<file path="src/design/wsd_pkg.sv">
// Shared types and constants of the websocket deframer.
// Holds the result record, the push record and the opcode and action codes.
// No dependencies.
package wsd_pkg;

  localparam logic [3:0] OP_CONT   = 4'h0;
  localparam logic [3:0] OP_TEXT   = 4'h1;
  localparam logic [3:0] OP_BINARY = 4'h2;
  localparam logic [3:0] OP_CLOSE  = 4'h8;
  localparam logic [3:0] OP_PING   = 4'h9;
  localparam logic [3:0] OP_PONG   = 4'ha;

  localparam logic [6:0] LEN_EXT16 = 7'h7e;
  localparam logic [6:0] LEN_EXT64 = 7'h7f;

  localparam logic KIND_BYTE   = 1'b0;
  localparam logic KIND_ACTION = 1'b1;

  localparam logic [2:0] ACT_TEXT         = 3'd0;
  localparam logic [2:0] ACT_BINARY       = 3'd1;
  localparam logic [2:0] ACT_CLOSE        = 3'd2;
  localparam logic [2:0] ACT_PONG_SEND    = 3'd3;
  localparam logic [2:0] ACT_PONG_IGNORE  = 3'd4;
  localparam logic [2:0] ACT_CLOSE_IGNORE = 3'd5;
  localparam logic [2:0] ACT_PROTO_ERROR  = 3'd6;

  typedef struct packed {
    logic       kind;
    logic [7:0] payload_byte;
    logic [3:0] msg_opcode;
    logic       final_frame;
    logic [2:0] action;
    logic       last;
  } wsd_result_t;

  // Up to two results leave the parser for one received byte.
  typedef struct packed {
    logic [1:0]  cnt;
    wsd_result_t first;
    wsd_result_t second;
  } wsd_push_t;

endpackage

</file>
<file path="src/design/wsd_in_if.sv">
// Receive channel of the websocket deframer: one stream byte per transfer.
// No dependencies.
interface wsd_in_if;
  logic       valid;
  logic       ready;
  logic [7:0] rx_byte;

  modport source (output valid, output rx_byte, input ready);
  modport sink (input valid, input rx_byte, output ready);
endinterface

</file>
<file path="src/design/wsd_out_if.sv">
// Result channel of the websocket deframer: one payload byte or action per transfer.
// No dependencies.
interface wsd_out_if;
  logic       valid;
  logic       ready;
  logic       kind;
  logic [7:0] payload_byte;
  logic [3:0] msg_opcode;
  logic       final_frame;
  logic [2:0] action;
  logic       last;

  modport source (output valid, output kind, output payload_byte, output msg_opcode,
                  output final_frame, output action, output last, input ready);
  modport sink (input valid, input kind, input payload_byte, input msg_opcode,
                input final_frame, input action, input last, output ready);
endinterface

</file>
<file path="src/design/wsd_parser.sv">
// Frame parser: header, extended length, mask key, payload unmasking and the action of each final frame.
// Depends on wsd_pkg for the result record and the opcode and action codes.
module wsd_parser
  import wsd_pkg::*;
#(
  parameter int LENGTH_BITS = 64
) (
  input  logic       clk_i,
  input  logic       rst_ni,
  input  logic       fire_i,
  input  logic [7:0] rx_byte_i,
  output wsd_push_t  push_o
);

  localparam logic [2:0] PH_HDR1    = 3'd0;
  localparam logic [2:0] PH_HDR2    = 3'd1;
  localparam logic [2:0] PH_EXTLEN  = 3'd2;
  localparam logic [2:0] PH_KEY     = 3'd3;
  localparam logic [2:0] PH_PAYLOAD = 3'd4;

  logic [2:0]             phase_q, phase_d;
  logic                   fin_q, fin_d;
  logic                   masked_q, masked_d;
  logic [3:0]             op_q, op_d;
  logic [3:0]             held_q, held_d;
  logic [3:0]             lbl_q, lbl_d;
  logic [2:0]             kbl_q, kbl_d;
  logic [LENGTH_BITS-1:0] pl_q, pl_d;
  logic [31:0]            key_q, key_d;
  logic [1:0]             mpos_q, mpos_d;
  logic [1:0]             mc_q, mc_d;
  logic                   stop_q, stop_d;

  logic        do_after, do_start, do_end;
  logic [1:0]  key_sel;
  logic [7:0]  unmasked;
  logic [2:0]  act;
  wsd_result_t res0, res1;
  logic [1:0]  cnt;

  assign key_sel  = 2'd3 - mpos_q;
  assign unmasked = masked_q ? (rx_byte_i ^ key_q[{key_sel, 3'b000} +: 8]) : rx_byte_i;

  always_comb begin
    phase_d  = phase_q;
    fin_d    = fin_q;
    masked_d = masked_q;
    op_d     = op_q;
    held_d   = held_q;
    lbl_d    = lbl_q;
    kbl_d    = kbl_q;
    pl_d     = pl_q;
    key_d    = key_q;
    mpos_d   = mpos_q;
    mc_d     = mc_q;
    stop_d   = stop_q;
    do_after = 1'b0;
    do_start = 1'b0;
    do_end   = 1'b0;
    act      = ACT_PROTO_ERROR;
    cnt      = 2'd0;
    res0     = '0;
    res1     = '0;

    if (fire_i && !stop_q) begin
      unique case (phase_q)
        PH_HDR1: begin
          fin_d   = rx_byte_i[7];
          op_d    = rx_byte_i[3:0];
          phase_d = PH_HDR2;
        end
        PH_HDR2: begin
          masked_d = rx_byte_i[7];
          pl_d     = '0;
          if (rx_byte_i[6:0] == LEN_EXT16) begin
            lbl_d   = 4'd2;
            phase_d = PH_EXTLEN;
          end else if (rx_byte_i[6:0] == LEN_EXT64) begin
            lbl_d   = 4'd8;
            phase_d = PH_EXTLEN;
          end else begin
            pl_d     = {{(LENGTH_BITS-7){1'b0}}, rx_byte_i[6:0]};
            do_after = 1'b1;
          end
        end
        PH_EXTLEN: begin
          // The length saturates once a further byte would shift bits out.
          if (|pl_q[LENGTH_BITS-1 -: 8]) begin
            pl_d = '1;
          end else begin
            pl_d = {pl_q[LENGTH_BITS-9:0], rx_byte_i};
          end
          lbl_d = lbl_q - 4'd1;
          if (lbl_d == 4'd0) begin
            do_after = 1'b1;
          end
        end
        PH_KEY: begin
          key_d = {key_q[23:0], rx_byte_i};
          kbl_d = kbl_q - 3'd1;
          if (kbl_d == 3'd0) begin
            do_start = 1'b1;
          end
        end
        PH_PAYLOAD: begin
          mpos_d = mpos_q + 2'd1;
          if (mc_q != 2'd3) begin
            mc_d = mc_q + 2'd1;
          end
          res0.kind         = KIND_BYTE;
          res0.payload_byte = unmasked;
          res0.msg_opcode   = op_q;
          res0.final_frame  = fin_q;
          res0.action       = ACT_TEXT;
          cnt               = 2'd1;
          if (pl_q != '0) begin
            pl_d = pl_q - {{(LENGTH_BITS-1){1'b0}}, 1'b1};
          end
          if (pl_d == '0) begin
            do_end = 1'b1;
          end
        end
        default: begin
          phase_d = PH_HDR1;
        end
      endcase

      if (do_after) begin
        if (masked_d) begin
          kbl_d   = 3'd4;
          phase_d = PH_KEY;
        end else begin
          do_start = 1'b1;
        end
      end

      if (do_start) begin
        // A non-final data frame opens a fragmented message; a final
        // continuation frame takes the held opcode over.
        if (!fin_d && op_d != OP_CONT && !op_d[3] && held_q == OP_CONT) begin
          held_d = op_d;
        end else if (fin_d && op_d == OP_CONT && held_q != OP_CONT && !held_q[3]) begin
          op_d   = held_q;
          held_d = OP_CONT;
        end
        mpos_d = 2'd0;
        if (pl_d == '0) begin
          do_end = 1'b1;
        end else begin
          phase_d = PH_PAYLOAD;
        end
      end

      if (do_end) begin
        phase_d = PH_HDR1;
        if (fin_d) begin
          unique case (op_d)
            OP_TEXT:   act = ACT_TEXT;
            OP_BINARY: act = ACT_BINARY;
            OP_CLOSE:  act = (mc_d == 2'd2) ? ACT_CLOSE : ACT_CLOSE_IGNORE;
            OP_PING:   act = ACT_PONG_SEND;
            OP_PONG:   act = ACT_PONG_IGNORE;
            default:   act = ACT_PROTO_ERROR;
          endcase
          res1.kind         = KIND_ACTION;
          res1.payload_byte = 8'h00;
          res1.msg_opcode   = op_d;
          res1.final_frame  = fin_d;
          res1.action       = act;
          mc_d              = 2'd0;
          if (act == ACT_CLOSE || act == ACT_PROTO_ERROR) begin
            stop_d = 1'b1;
          end
          if (cnt == 2'd0) begin
            res0 = res1;
          end
          cnt = cnt + 2'd1;
        end
      end
    end

    res0.last = (cnt == 2'd1);
    res1.last = 1'b1;
  end

  assign push_o.cnt    = cnt;
  assign push_o.first  = res0;
  assign push_o.second = res1;

  always_ff @(posedge clk_i or negedge rst_ni) begin
    if (!rst_ni) begin
      phase_q  <= PH_HDR1;
      fin_q    <= 1'b0;
      masked_q <= 1'b0;
      op_q     <= OP_CONT;
      held_q   <= OP_CONT;
      lbl_q    <= 4'd0;
      kbl_q    <= 3'd0;
      pl_q     <= '0;
      key_q    <= 32'd0;
      mpos_q   <= 2'd0;
      mc_q     <= 2'd0;
      stop_q   <= 1'b0;
    end else begin
      phase_q  <= phase_d;
      fin_q    <= fin_d;
      masked_q <= masked_d;
      op_q     <= op_d;
      held_q   <= held_d;
      lbl_q    <= lbl_d;
      kbl_q    <= kbl_d;
      pl_q     <= pl_d;
      key_q    <= key_d;
      mpos_q   <= mpos_d;
      mc_q     <= mc_d;
      stop_q   <= stop_d;
    end
  end

endmodule

</file>
<file path="src/design/wsd_outbuf.sv">
// Four-entry result queue: takes up to two results per cycle, hands out one.
// Depends on wsd_pkg for the result and push records.
module wsd_outbuf
  import wsd_pkg::*;
(
  input  logic        clk_i,
  input  logic        rst_ni,
  input  wsd_push_t   push_i,
  input  logic        pop_i,
  output logic        room_o,
  output logic        valid_o,
  output wsd_result_t head_o
);

  wsd_result_t mem_q [4];
  logic [1:0]  wr_q, rd_q;
  logic [2:0]  count_q, count_d;
  logic        pop;

  assign pop     = pop_i && (count_q != 3'd0);
  assign count_d = count_q + {1'b0, push_i.cnt} - {2'b00, pop};
  assign room_o  = (count_q <= 3'd2);
  assign valid_o = (count_q != 3'd0);
  assign head_o  = mem_q[rd_q];

  always_ff @(posedge clk_i) begin
    if (push_i.cnt != 2'd0) begin
      mem_q[wr_q] <= push_i.first;
    end
    if (push_i.cnt == 2'd2) begin
      mem_q[wr_q + 2'd1] <= push_i.second;
    end
  end

  always_ff @(posedge clk_i or negedge rst_ni) begin
    if (!rst_ni) begin
      wr_q    <= 2'd0;
      rd_q    <= 2'd0;
      count_q <= 3'd0;
    end else begin
      wr_q    <= wr_q + push_i.cnt;
      rd_q    <= rd_q + {1'b0, pop};
      count_q <= count_d;
    end
  end

endmodule

</file>
<file path="src/design/websocket_deframer_core.sv">
// Websocket receive deframer, top level; uses wsd_pkg, wsd_parser, wsd_outbuf, both channels.
// Each result is queued with the byte transfer that caused it and offered on tx_o in turn.
// Throughput: one byte per cycle while rx_i.ready is high; a byte that ends a frame with a
// payload byte and an action yields two results that leave in order via the four-entry queue.
// rx_i.ready drops while fewer than two queue entries are free.
// Reset (asynchronous, active low) clears the parser state and empties the queue at once.
module websocket_deframer_core
  import wsd_pkg::*;
#(
  parameter int LENGTH_BITS = 64
) (
  input  logic     clk_i,
  input  logic     rst_ni,
  wsd_in_if.sink   rx_i,
  wsd_out_if.source tx_o
);

  // The parser keeps all frame state and works each accepted byte in the
  // same cycle; its results land in the queue, which parts the two sides.
  wsd_push_t   push;
  logic        room;
  logic        fire;
  wsd_result_t head;

  // A byte is only taken while the queue can hold the worst case of two results.
  assign rx_i.ready = room;
  assign fire       = rx_i.valid && room;

  wsd_parser #(
    .LENGTH_BITS(LENGTH_BITS)
  ) u_parser (
    .clk_i    (clk_i),
    .rst_ni   (rst_ni),
    .fire_i   (fire),
    .rx_byte_i(rx_i.rx_byte),
    .push_o   (push)
  );

  wsd_outbuf u_outbuf (
    .clk_i  (clk_i),
    .rst_ni (rst_ni),
    .push_i (push),
    .pop_i  (tx_o.ready),
    .room_o (room),
    .valid_o(tx_o.valid),
    .head_o (head)
  );

  assign tx_o.kind         = head.kind;
  assign tx_o.payload_byte = head.payload_byte;
  assign tx_o.msg_opcode   = head.msg_opcode;
  assign tx_o.final_frame  = head.final_frame;
  assign tx_o.action       = head.action;
  assign tx_o.last         = head.last;

  // The parser may only produce results for a byte that was actually transferred.
  a_push_needs_fire: assert property (@(posedge clk_i) disable iff (!rst_ni)
    !fire |-> push.cnt == 2'd0)
    else $error("results pushed without an accepted byte");

  // At most two results per byte.
  a_push_cnt: assert property (@(posedge clk_i) disable iff (!rst_ni)
    push.cnt != 2'd3)
    else $error("more than two results for one byte");

  // A pair is always a payload byte followed by the closing action.
  a_pair_order: assert property (@(posedge clk_i) disable iff (!rst_ni)
    push.cnt == 2'd2 |-> push.first.kind == KIND_BYTE && !push.first.last &&
                         push.second.kind == KIND_ACTION && push.second.last)
    else $error("result pair out of order");

  // A stalled result must not change under the sink.
  a_hold: assert property (@(posedge clk_i) disable iff (!rst_ni)
    tx_o.valid && !tx_o.ready |=> tx_o.valid && $stable(head))
    else $error("queued result changed while stalled");

endmodule
</file>
<file path="src/flat_wrapper.sv">
// flat-port wrapper written by rule: the top's interface ports become plain ports
module websocket_deframer_core_flat import wsd_pkg::*;
#(
  parameter int LENGTH_BITS = 64
)
  (clk_i, rst_ni, rx_i_valid, rx_i_rx_byte, rx_i_ready, tx_o_valid, tx_o_kind, tx_o_payload_byte, tx_o_msg_opcode, tx_o_final_frame, tx_o_action, tx_o_last, tx_o_ready);
  wsd_in_if rx_i_i ();
  wsd_out_if tx_o_i ();
  input  logic clk_i;
  input  logic rst_ni;
  input wire logic [$bits(rx_i_i.valid)-1:0] rx_i_valid;
  input wire logic [$bits(rx_i_i.rx_byte)-1:0] rx_i_rx_byte;
  output wire logic [$bits(rx_i_i.ready)-1:0] rx_i_ready;
  output wire logic [$bits(tx_o_i.valid)-1:0] tx_o_valid;
  output wire logic [$bits(tx_o_i.kind)-1:0] tx_o_kind;
  output wire logic [$bits(tx_o_i.payload_byte)-1:0] tx_o_payload_byte;
  output wire logic [$bits(tx_o_i.msg_opcode)-1:0] tx_o_msg_opcode;
  output wire logic [$bits(tx_o_i.final_frame)-1:0] tx_o_final_frame;
  output wire logic [$bits(tx_o_i.action)-1:0] tx_o_action;
  output wire logic [$bits(tx_o_i.last)-1:0] tx_o_last;
  input wire logic [$bits(tx_o_i.ready)-1:0] tx_o_ready;
  assign rx_i_i.valid = rx_i_valid;
  assign rx_i_i.rx_byte = rx_i_rx_byte;
  assign rx_i_ready = rx_i_i.ready;
  assign tx_o_valid = tx_o_i.valid;
  assign tx_o_kind = tx_o_i.kind;
  assign tx_o_payload_byte = tx_o_i.payload_byte;
  assign tx_o_msg_opcode = tx_o_i.msg_opcode;
  assign tx_o_final_frame = tx_o_i.final_frame;
  assign tx_o_action = tx_o_i.action;
  assign tx_o_last = tx_o_i.last;
  assign tx_o_i.ready = tx_o_ready;
  websocket_deframer_core #(.LENGTH_BITS(LENGTH_BITS)) u_core (.clk_i(clk_i), .rst_ni(rst_ni), .rx_i(rx_i_i), .tx_o(tx_o_i));
endmodule
</file>
<file path="config.mk">
export PLATFORM = sky130hd
export DESIGN_NAME = websocket_deframer_core_flat
export DESIGN_NICKNAME = d
export VERILOG_FILES = /design/src/design/wsd_pkg.sv /design/src/design/wsd_in_if.sv /design/src/design/wsd_out_if.sv /design/src/design/wsd_parser.sv /design/src/design/wsd_outbuf.sv /design/src/design/websocket_deframer_core.sv /design/src/flat_wrapper.sv
export SDC_FILE = /design/constraint.sdc
export NUM_CORES = 1
export LEC_CHECK = 0
export ABC_CLOCK_PERIOD_IN_PS = 7030
export BUFFER_PORTS_ARGS = -buffer_cell sky130_fd_sc_hd__clkbuf_2
export CAP_MARGIN = 5
export CORE_MARGIN = 2
export CORE_UTILIZATION = 40
export DETAILED_ROUTE_END_ITERATION = 16
export SLEW_MARGIN = 5
export SYNTH_ARGS = -nofsm -noshare
export SYNTH_HDL_FRONTEND = slang
export SYNTH_SLANG_ARGS = --single-unit
export TNS_END_PERCENT = 100
</file>
<file path="constraint.sdc">
create_clock -name clk_i -period 7.03 [get_ports clk_i]
set_input_delay 0.703 -clock clk_i [delete_from_list [all_inputs] [get_ports clk_i]]
set_output_delay 0.703 -clock clk_i [all_outputs]
set_load 0.05 [all_outputs]
</file>
==> Implementation_results.wiki, run 1 <==
{| class="wikitable"
! Metric !! Value
|-
| Detail-routed via count per cell || 6.732
|-
| Clock net sink count || 200
|-
| Global-route congestion overflow total || 0
|-
| Total Routed Length || 62840 um
|-
| Peak supply drop || 0.2557 mV
|-
| Final ANT Viol Nets || 0
|-
| Synthesized-area fraction occupied by ao, oa, aoi and oai cells || 19.64%
|-
| Via count of the first global-routing pass || 13.63k
|-
| Number of buffers between clock root and the deepest sink || 2
|-
| Multiplexer share of the synthesized area || 9.785%
|-
| Maximum net fanout on the critical path || 13
|-
| Count of warnings emitted by yosys || 0
|-
| Core ar. || 34710 um^2
|-
| Share of total power in combinational logic || 62.8%
|-
| Number of max-slew violations in the final report || 0
|-
| Number of buffers inserted by port buffering || 31
|-
| Met1 Routed Length || 27630 um
|-
| Simple-gate share of the synthesized area || 25.88%
|-
| Most frequent standard cell in the layout excluding fill and tap cells || nand2_1
|-
| Number of nets produced by synthesis || 1713
|-
| Leak || 6.183 nW
|-
| Power share of the sequential group || 24.9%
|-
| Adder-cell share of the synthesized area || 1.024%
|-
| Maximum number of pins on one net before global-route repair || 72
|-
| Xor and xnor area share after synthesis || 3.462%
|-
| Area enclosed by the die boundary || 36940 um^2
|-
| Number of detailed-route iterations in the first pass || 7
|-
| Net count, final || 1707
|-
| Sw Share || 56.76%
|-
| Fraction of power consumed by the clock network || 12.4%
|-
| Finished Layout Cells || 2152
|-
| Number of violations reported at the end of detailed-routing iteration 0 || 2048
|-
| Number of ports placed on the die boundary || 32
|-
| Share of the yosys chip area belonging to registers || 35.32%
|-
| Path category of the worst min-delay check || in -> async
|-
| Areal power density over the cells || 504.4 nW/um^2
|-
| Worst-Margin Slew || 1383 ps
|-
| Kind of capture point of the worst setup path || flop
|-
| Global-route wire length before repair || 93430 um
|-
| Length in cells of the worst reg-to-reg path || 14
|-
| Number of instances in the synthesized netlist || 1690
|-
| Wire length on met3 || 6411 um
|-
| Most frequent cells in the layout || nand2_1, nor2_1, o21ai_0
|-
| Starting Density || 40.82%
|-
| Clk Latency, worst-skew pair || 480 ps
|-
| Fin util || 44.87%
|-
| Wire length per cell after detailed routing || 29.20 um
|-
| Total GRT Usage || 34.70%
|-
| Residual DRC count || 0
|-
| Maximum Capacitance Violations || 0
|-
| Worst Clk Skew || 16.98 ps
|-
| Post-cts resize count || 0
|-
| Fmax || 0.1475 GHz
|-
| Initial antenna violation count || 1
|-
| Overall power of the completed layout || 7.857 mW
|-
| Max-slew headroom at the worst pin || 7.600%
|-
| Vertical die dimension || 192.2 um
|-
| TritonCTS clock tree || built
|-
| Sw power || 4.459 mW
|-
| Number of setup violations in the final report || 0
|-
| Aggregate negative setup slack || 0 ps
|-
| Total clock buffers created by CTS || 17
|-
| Required time at the endpoint of the critical path || 7350 ps
|-
| Number of rows in the core area || 68
|-
| Total of fill cells in the finished design || 3463
|-
| Detail Placement HPWL || 46300 um
|-
| Area post-placement || 15030 um^2
|-
| Clock-pin transition on the worst setup and hold timing paths || 80 ps
|-
| Area growth from synthesis to layout || 9.926%
|-
| Endpoint arrival time on the critical path || 7100 ps
|-
| Antenna cells || 0
|-
| Via count || 14.49k
|-
| Distinct cell type count after synthesis || 99
|-
| Number of buffers added to fix hold violations after cts || 0
|-
| Run status || finished clean
|-
| Fraction of layout cells with a size suffix above 1 || 15.56%
|-
| Cell at the root of the clock tree || clkbuf_16
|-
| Element type at the critical path start || flop
|-
| Share of the clock period used by the worst path || 96.43%
|-
| FFs w/ async S/R, synth || 64.00%
|-
| Final critical-path required period || 6779 ps
|-
| Number of post-CTS setup repair buffers || 0
|-
| Count of flip-flops with a built-in enable after synthesis || 36
|-
| Unrepaired setup endpoints after global routing || false
|-
| Mapped cell area || 14170 um^2
|-
| Worst setup path class || reg -> reg
|-
| Placed cells || 2120
|-
| Main flop type after synthesis || dfrtp_1
|-
| H-tree levels || 4
|-
| Highest layer used for signal routing || met4
|-
| Average size of a mapped cell || 8.384 um^2
|-
| Width of the chip || 192.2 um
|-
| Global placement routability congestion || 1.054
|-
| Number of synthesized register bits || 200
|-
| Post-Layout Inst Area || 15570 um^2
|-
| Hold Violations, Final || 0
|-
| Met2 layer wire length in the routed design || 25990 um
|-
| Internal power || 3.398 mW
|-
| Largest family of logic cells by synthesized area || simple AND/OR/NAND/NOR gates
|}
## power by group through the flow
stage	clock (mW)	combinational [mW]	sequential (mW)
floorplan	0	3.15	1.57
global placement	0	4.77	1.94
detailed placement	0	4.71	1.95
CTS	0.989	4.73	1.93
global route	1.03	5.15	1.99
finish	0.970	4.93	1.96
## path summary, 6_finish.rpt
check	start	end	slack (ps)
setup / recovery	u_core.u_parser.pl_q[59]	u_core.u_outbuf.mem_q[1][2]	250
min in group clk_i	u_core.u_parser.held_q[3]	u_core.u_parser.held_q[3]	410
hold / removal	rst_ni	u_core.u_parser.pl_q[20]	220
max in group asynchronous	rst_ni	u_core.u_parser.held_q[0]	5460
hold reg to reg	u_core.u_parser.held_q[3]	u_core.u_parser.held_q[3]	410
setup reg to reg	u_core.u_parser.pl_q[59]	u_core.u_outbuf.mem_q[1][2]	250
## per-stage QoR
| step | setup WS [ps] | hold WS, ps |
|---|---|---|
| floorplan | 1576 | 407.4 |
| global placement | 632.5 | 400.5 |
| detailed placement | 520.7 | 398.4 |
| CTS | 470.1 | 247.7 |
| global route | 52.22 | 261.3 |
| finish | 250.6 | 223.2 |
## kinds of logic after synthesis
family,after synthesis
flops,200
buf+inv,177
mux,101
simple gates,724
fa+ha+maj,11
xor+xnor,56
compound gates,421
## final cells by class
class,count,area [um^2],area share (%)
inverter,29,108.9,0.6989
clock inverter,12,112.6,0.7230
timing repair buffer,123,864.6,5.551
tap,455,569.3,3.655
multi-input combinational,1313,8478,54.43
sequential,200,5005,32.13
clock buffer,20,436.7,2.804
## Yosys cell counts (29+ instances only)
cell,number,area share (%)
dfxtp_1,36,5.1
mux2_2,40,3.2
nor4_1,45,2.0
nand2_1,227,6.0
nand4_1,38,1.7
dfrtp_1,128,23
nor2_1,144,3.8
edfxtp_1,36,7.6
nor3_1,52,1.8
a21oi_1,68,2.4
clkbuf_1,119,3.2
inv_1,29,0.77
xnor2_1,34,2.1
nand3_1,59,2.1
o21ai_0,142,5.0
mux2i_1,35,2.5
## flip-flops by register name (all words and copies together), names as in the netlist
signal,count
u_core.u_outbuf.wr_q,2
u_core.u_parser.mpos_q,2
u_core.u_parser.phase_q,3
u_core.u_parser.op_q,4
u_core.u_parser.masked_q,1
u_core.u_parser.lbl_q,4
u_core.u_outbuf.count_q,3
u_core.u_parser.mc_q,2
u_core.u_outbuf.rd_q,2
u_core.u_parser.key_q,32
u_core.u_parser.held_q,4
u_core.u_parser.stop_q,1
u_core.u_parser.fin_q,1
u_core.u_parser.pl_q,64
u_core.u_outbuf.mem_q,72
u_core.u_parser.kbl_q,3
## worst max-delay path, stage by stage (launching register included)
cell       delay (ps)
dfrtp_1           490
or4_1             750
nor2_4            370
nand3_2           370
nor3_1            660
buf_4             340
o21ai_0           350
a2111oi_0         540
nand4_1           150
or3_1             450
or3_1             520
o41a_1            620
nor3_2            380
o21ai_0           390
nor2_1            230
## metal layers
metal / vias to the layer above / global-route usage [%]
met5: - / 0
met4: 0 / 15.41
met3: 166 / 6.322
met2: 994 / 49.11
met1: 7068 / 51.08
li1: 6260 / -
Note: power is estimated with default switching activity, not from simulation.
==> inputs of run 2 (changes only) <==
--- a/config.mk
+++ b/config.mk
@@ -8,6 +8,7 @@
 export ABC_CLOCK_PERIOD_IN_PS = 7030
 export BUFFER_PORTS_ARGS = -buffer_cell sky130_fd_sc_hd__clkbuf_2
 export CAP_MARGIN = 5
+export CORE_ASPECT_RATIO = 1.75
 export CORE_MARGIN = 2
 export CORE_UTILIZATION = 40
 export DETAILED_ROUTE_END_ITERATION = 16
==> run 2 against run 1 <==
  * Wire length rose by 12%
  * Critical path depth grew 5
  * Via count increased by 1.3%
  * Utilization increased by 0.30 points
  * Highest routed layer is now met5
  * Final cell count grew 1.5%
  * Die area up 0.16%
  * Register-to-register slack better by 50 ps
==> Implementation_results.wiki, run 2 (synthesis gave the netlist of run 1 again) <==
{| class="wikitable"
! Metric !! Value
|-
| Maximum net fanout on the critical path || 33 (was 13)
|-
| Kind of capture point of the worst setup path || flop (unchanged)
|-
| Element type at the critical path start || flop (unchanged)
|-
| Worst Clk Skew || 20.11 ps (was 16.98 ps)
|-
| Total GRT Usage || 38.16% (was 34.70%)
|-
| Worst setup margin || 304.9 ps (was 250.6 ps)
|-
| Crit path capture || u_core.u_outbuf.mem_q[1][2] (unchanged)
|-
| Width of the chip || 146.3 um (was 192.2 um)
|-
| Number of buffers added to fix hold violations after cts || 0 (unchanged)
|-
| Number of buffers between clock root and the deepest sink || 2 (unchanged)
|-
| Highest layer used for signal routing || met5 (was met4)
|-
| FF-to-FF End || u_core.u_outbuf.mem_q[1][2] (unchanged)
|-
| Share of the clock period used by the worst path || 95.66% (was 96.43%)
|-
| Wire length on met3 || 4565 um (was 6411 um)
|-
| Number of ports placed on the die boundary || 32 (unchanged)
|-
| Leak || 6.326 nW (was 6.183 nW)
|-
| Worst-case setup slack after placement || 195.3 ps (was 520.7 ps)
|-
| Detail-routed via count per cell || 6.718 (was 6.732)
|-
| Maximum Capacitance Violations || 0 (unchanged)
|-
| Worst-case register-to-register setup slack || 300 ps (was 250 ps)
|-
| Number of buffers inserted by port buffering || 31 (unchanged)
|-
| Residual DRC count || 0 (unchanged)
|-
| Area growth from synthesis to layout || 11.79% (was 9.926%)
|-
| Number of detailed-route iterations in the first pass || 8 (was 7)
|-
| Met2 layer wire length in the routed design || 34630 um (was 25990 um)
|-
| Reg-to-Reg Start || u_core.u_parser.pl_q[56] (was u_core.u_parser.pl_q[59])
|-
| Overall power of the completed layout || 8.212 mW (was 7.857 mW)
|-
| Worst setup path class || reg -> reg (unchanged)
|-
| Global-route wire length before repair || 101400 um (was 93430 um)
|-
| Aggregate negative setup slack || 0 ps (unchanged)
|-
| Most flops, register || u_core.u_outbuf.mem_q (unchanged)
|-
| H-tree levels || 4 (unchanged)
|-
| Global placement routability congestion || 1.048 (was 1.054)
|-
| Length in cells of the worst reg-to-reg path || 19 (was 14)
|-
| Most frequent standard cell in the layout excluding fill and tap cells || nand2_1 (unchanged)
|-
| Final ANT Viol Nets || 0 (unchanged)
|-
| Clk Latency, worst-skew pair || 480 ps (about the same)
|-
| Met1 Routed Length || 23000 um (was 27630 um)
|-
| Most frequent cells in the layout || nand2_1, nor2_1, o21ai_0 (unchanged)
|-
| Initial antenna violation count || 2 (was 1)
|-
| Areal power density over the cells || 518.5 nW/um^2 (was 504.4 nW/um^2)
|-
| Final critical-path required period || 6725 ps (was 6779 ps)
|-
| Unrepaired setup endpoints after global routing || false (unchanged)
|-
| Fmax || 0.1487 GHz (was 0.1475 GHz)
|-
| Peak supply drop || 0.2467 mV (was 0.2557 mV)
|-
| Number of rows in the core area || 91 (was 68)
|-
| Wire length per cell after detailed routing || 32.27 um (was 29.20 um)
|-
| Core ar. || 35070 um^2 (was 34710 um^2)
|-
| Run status || finished clean (unchanged)
|-
| Clock net sink count || 200 (unchanged)
|-
| Largest regs || u_core.u_outbuf.mem_q: 72 flops, u_core.u_parser.pl_q: 64 flops, u_core.u_parser.key_q: 32 flops (unchanged)
|-
| Area enclosed by the die boundary || 37000 um^2 (was 36940 um^2)
|-
| Total Routed Length || 70500 um (was 62840 um)
|-
| Starting Density || 40.40% (was 40.82%)
|-
| Cell at the root of the clock tree || clkbuf_16 (unchanged)
|-
| Via count || 14.68k (was 14.49k)
|-
| Beginning of the critical path || u_core.u_parser.pl_q[56] (was u_core.u_parser.pl_q[59])
|-
| Total clock buffers created by CTS || 17 (unchanged)
|-
| Via count of the first global-routing pass || 14.49k (was 13.63k)
|-
| Worst-Margin Slew || 1249 ps (was 1383 ps)
|-
| Global-route congestion overflow total || 0 (unchanged)
|-
| TritonCTS clock tree || built (unchanged)
|-
| Fin util || 45.17% (was 44.87%)
|-
| Endpoint arrival time on the critical path || 7050 ps (was 7100 ps)
|-
| Required time at the endpoint of the critical path || 7360 ps (was 7350 ps)
|-
| Vertical die dimension || 253.0 um (was 192.2 um)
|-
| Path category of the worst min-delay check || in -> async (unchanged)
|-
| Clock-pin transition on the worst setup and hold timing paths || 90 ps (was 80 ps)
|-
| Number of setup violations in the final report || 0 (unchanged)
|-
| Total of fill cells in the finished design || 3603 (was 3463)
|-
| Number of post-CTS setup repair buffers || 0 (unchanged)
|-
| Net count, final || 1729 (was 1707)
|-
| Number of max-slew violations in the final report || 0 (unchanged)
|-
| Maximum number of pins on one net before global-route repair || 88 (was 72)
|-
| Number of violations reported at the end of detailed-routing iteration 0 || 1328 (was 2048)
|-
| Hold Violations, Final || 0 (unchanged)
|-
| Max-slew headroom at the worst pin || 16.41% (was 7.600%)
|-
| Flip-flop count of the largest register, all copies and words added || 72 (unchanged)
|-
| Detail Placement HPWL || 53000 um (was 46300 um)
|-
| Fraction of layout cells with a size suffix above 1 || 17.16% (was 15.56%)
|}
-- run 2: what timing repair did --
action	CTS	global route
gates resized for setup	0	2
hold endpoints to repair	0	0
endpoints found under the setup margin	0	109
-- run 2: through the flow --
| stage | hold slack (ps) | instance area, um^2 | std cells |
|---|---|---|---|
| after global routing | 386.1 | 15840 | 2184 |
| after global placement | 423.0 | 15210 | 2152 |
| after floorplan | 407.4 | 14170 | 1690 |
| final | 317.5 | 15840 | 2185 |
| after detailed placement | 430.4 | 15210 | 2152 |
| after CTS | 364.4 | 15820 | 2184 |
-- run 2: final cells by class --
type,count,area (um^2),share of cell area [%]
diodes,1,2.502,0.01580
clock buffers,17,425.4,2.686
clock inverters,15,185.2,1.169
inverters,29,108.9,0.6873
multi-input cells,1313,8501,53.67
flip-flops and latches,200,5005,31.60
well taps,465,581.8,3.673
repair buffers,145,1030,6.501
-- run 2: per-layer routing --
metal | up-vias | track usage, %
met4 | 2 | 35.12
met3 | 364 | 7.117
met2 | 824 | 66.75
met5 | - | 0
met1 | 7167 | 38.09
li1 | 6322 | -
-- run 2: worst min-delay path by stage --
stage / from / endpoint
4_1_cts: rst_ni / u_core.u_parser.pl_q[15]
5_1_grt: rst_ni / u_core.u_parser.pl_q[15]
2_1_floorplan: rst_ni / u_core.u_outbuf.count_q[0]
3_5_place_dp: u_core.u_parser.held_q[3] / u_core.u_parser.held_q[3]
6_report: rst_ni / u_core.u_parser.pl_q[15]
3_3_place_gp: u_core.u_parser.held_q[3] / u_core.u_parser.held_q[3]
-- run 2: critical path: stages, from the launching register on --
cell and delay, ps:
dfrtp_1 590, nor4_2 790, buf_4 270, nand2_1 80, buf_4 290, nor3_2 160, buf_4 220, nand3_1 110
buf_4 250, nand2_1 270, buf_4 260, o41a_1 270, nand3_1 370, or3_1 460, or3_1 440, buf_4 180
o41a_1 570, nor3_2 440, o21ai_0 360, nor2_1 180
-- run 2: where the power goes --
part | total [mW] | switching [mW] | leakage (nW) | internal (mW)
logic | 5.24 | 3.66 | 3.70 | 1.58
clock network | 1.05 | 0.563 | 0.296 | 0.489
registers | 1.92 | 0.496 | 2.33 | 1.42
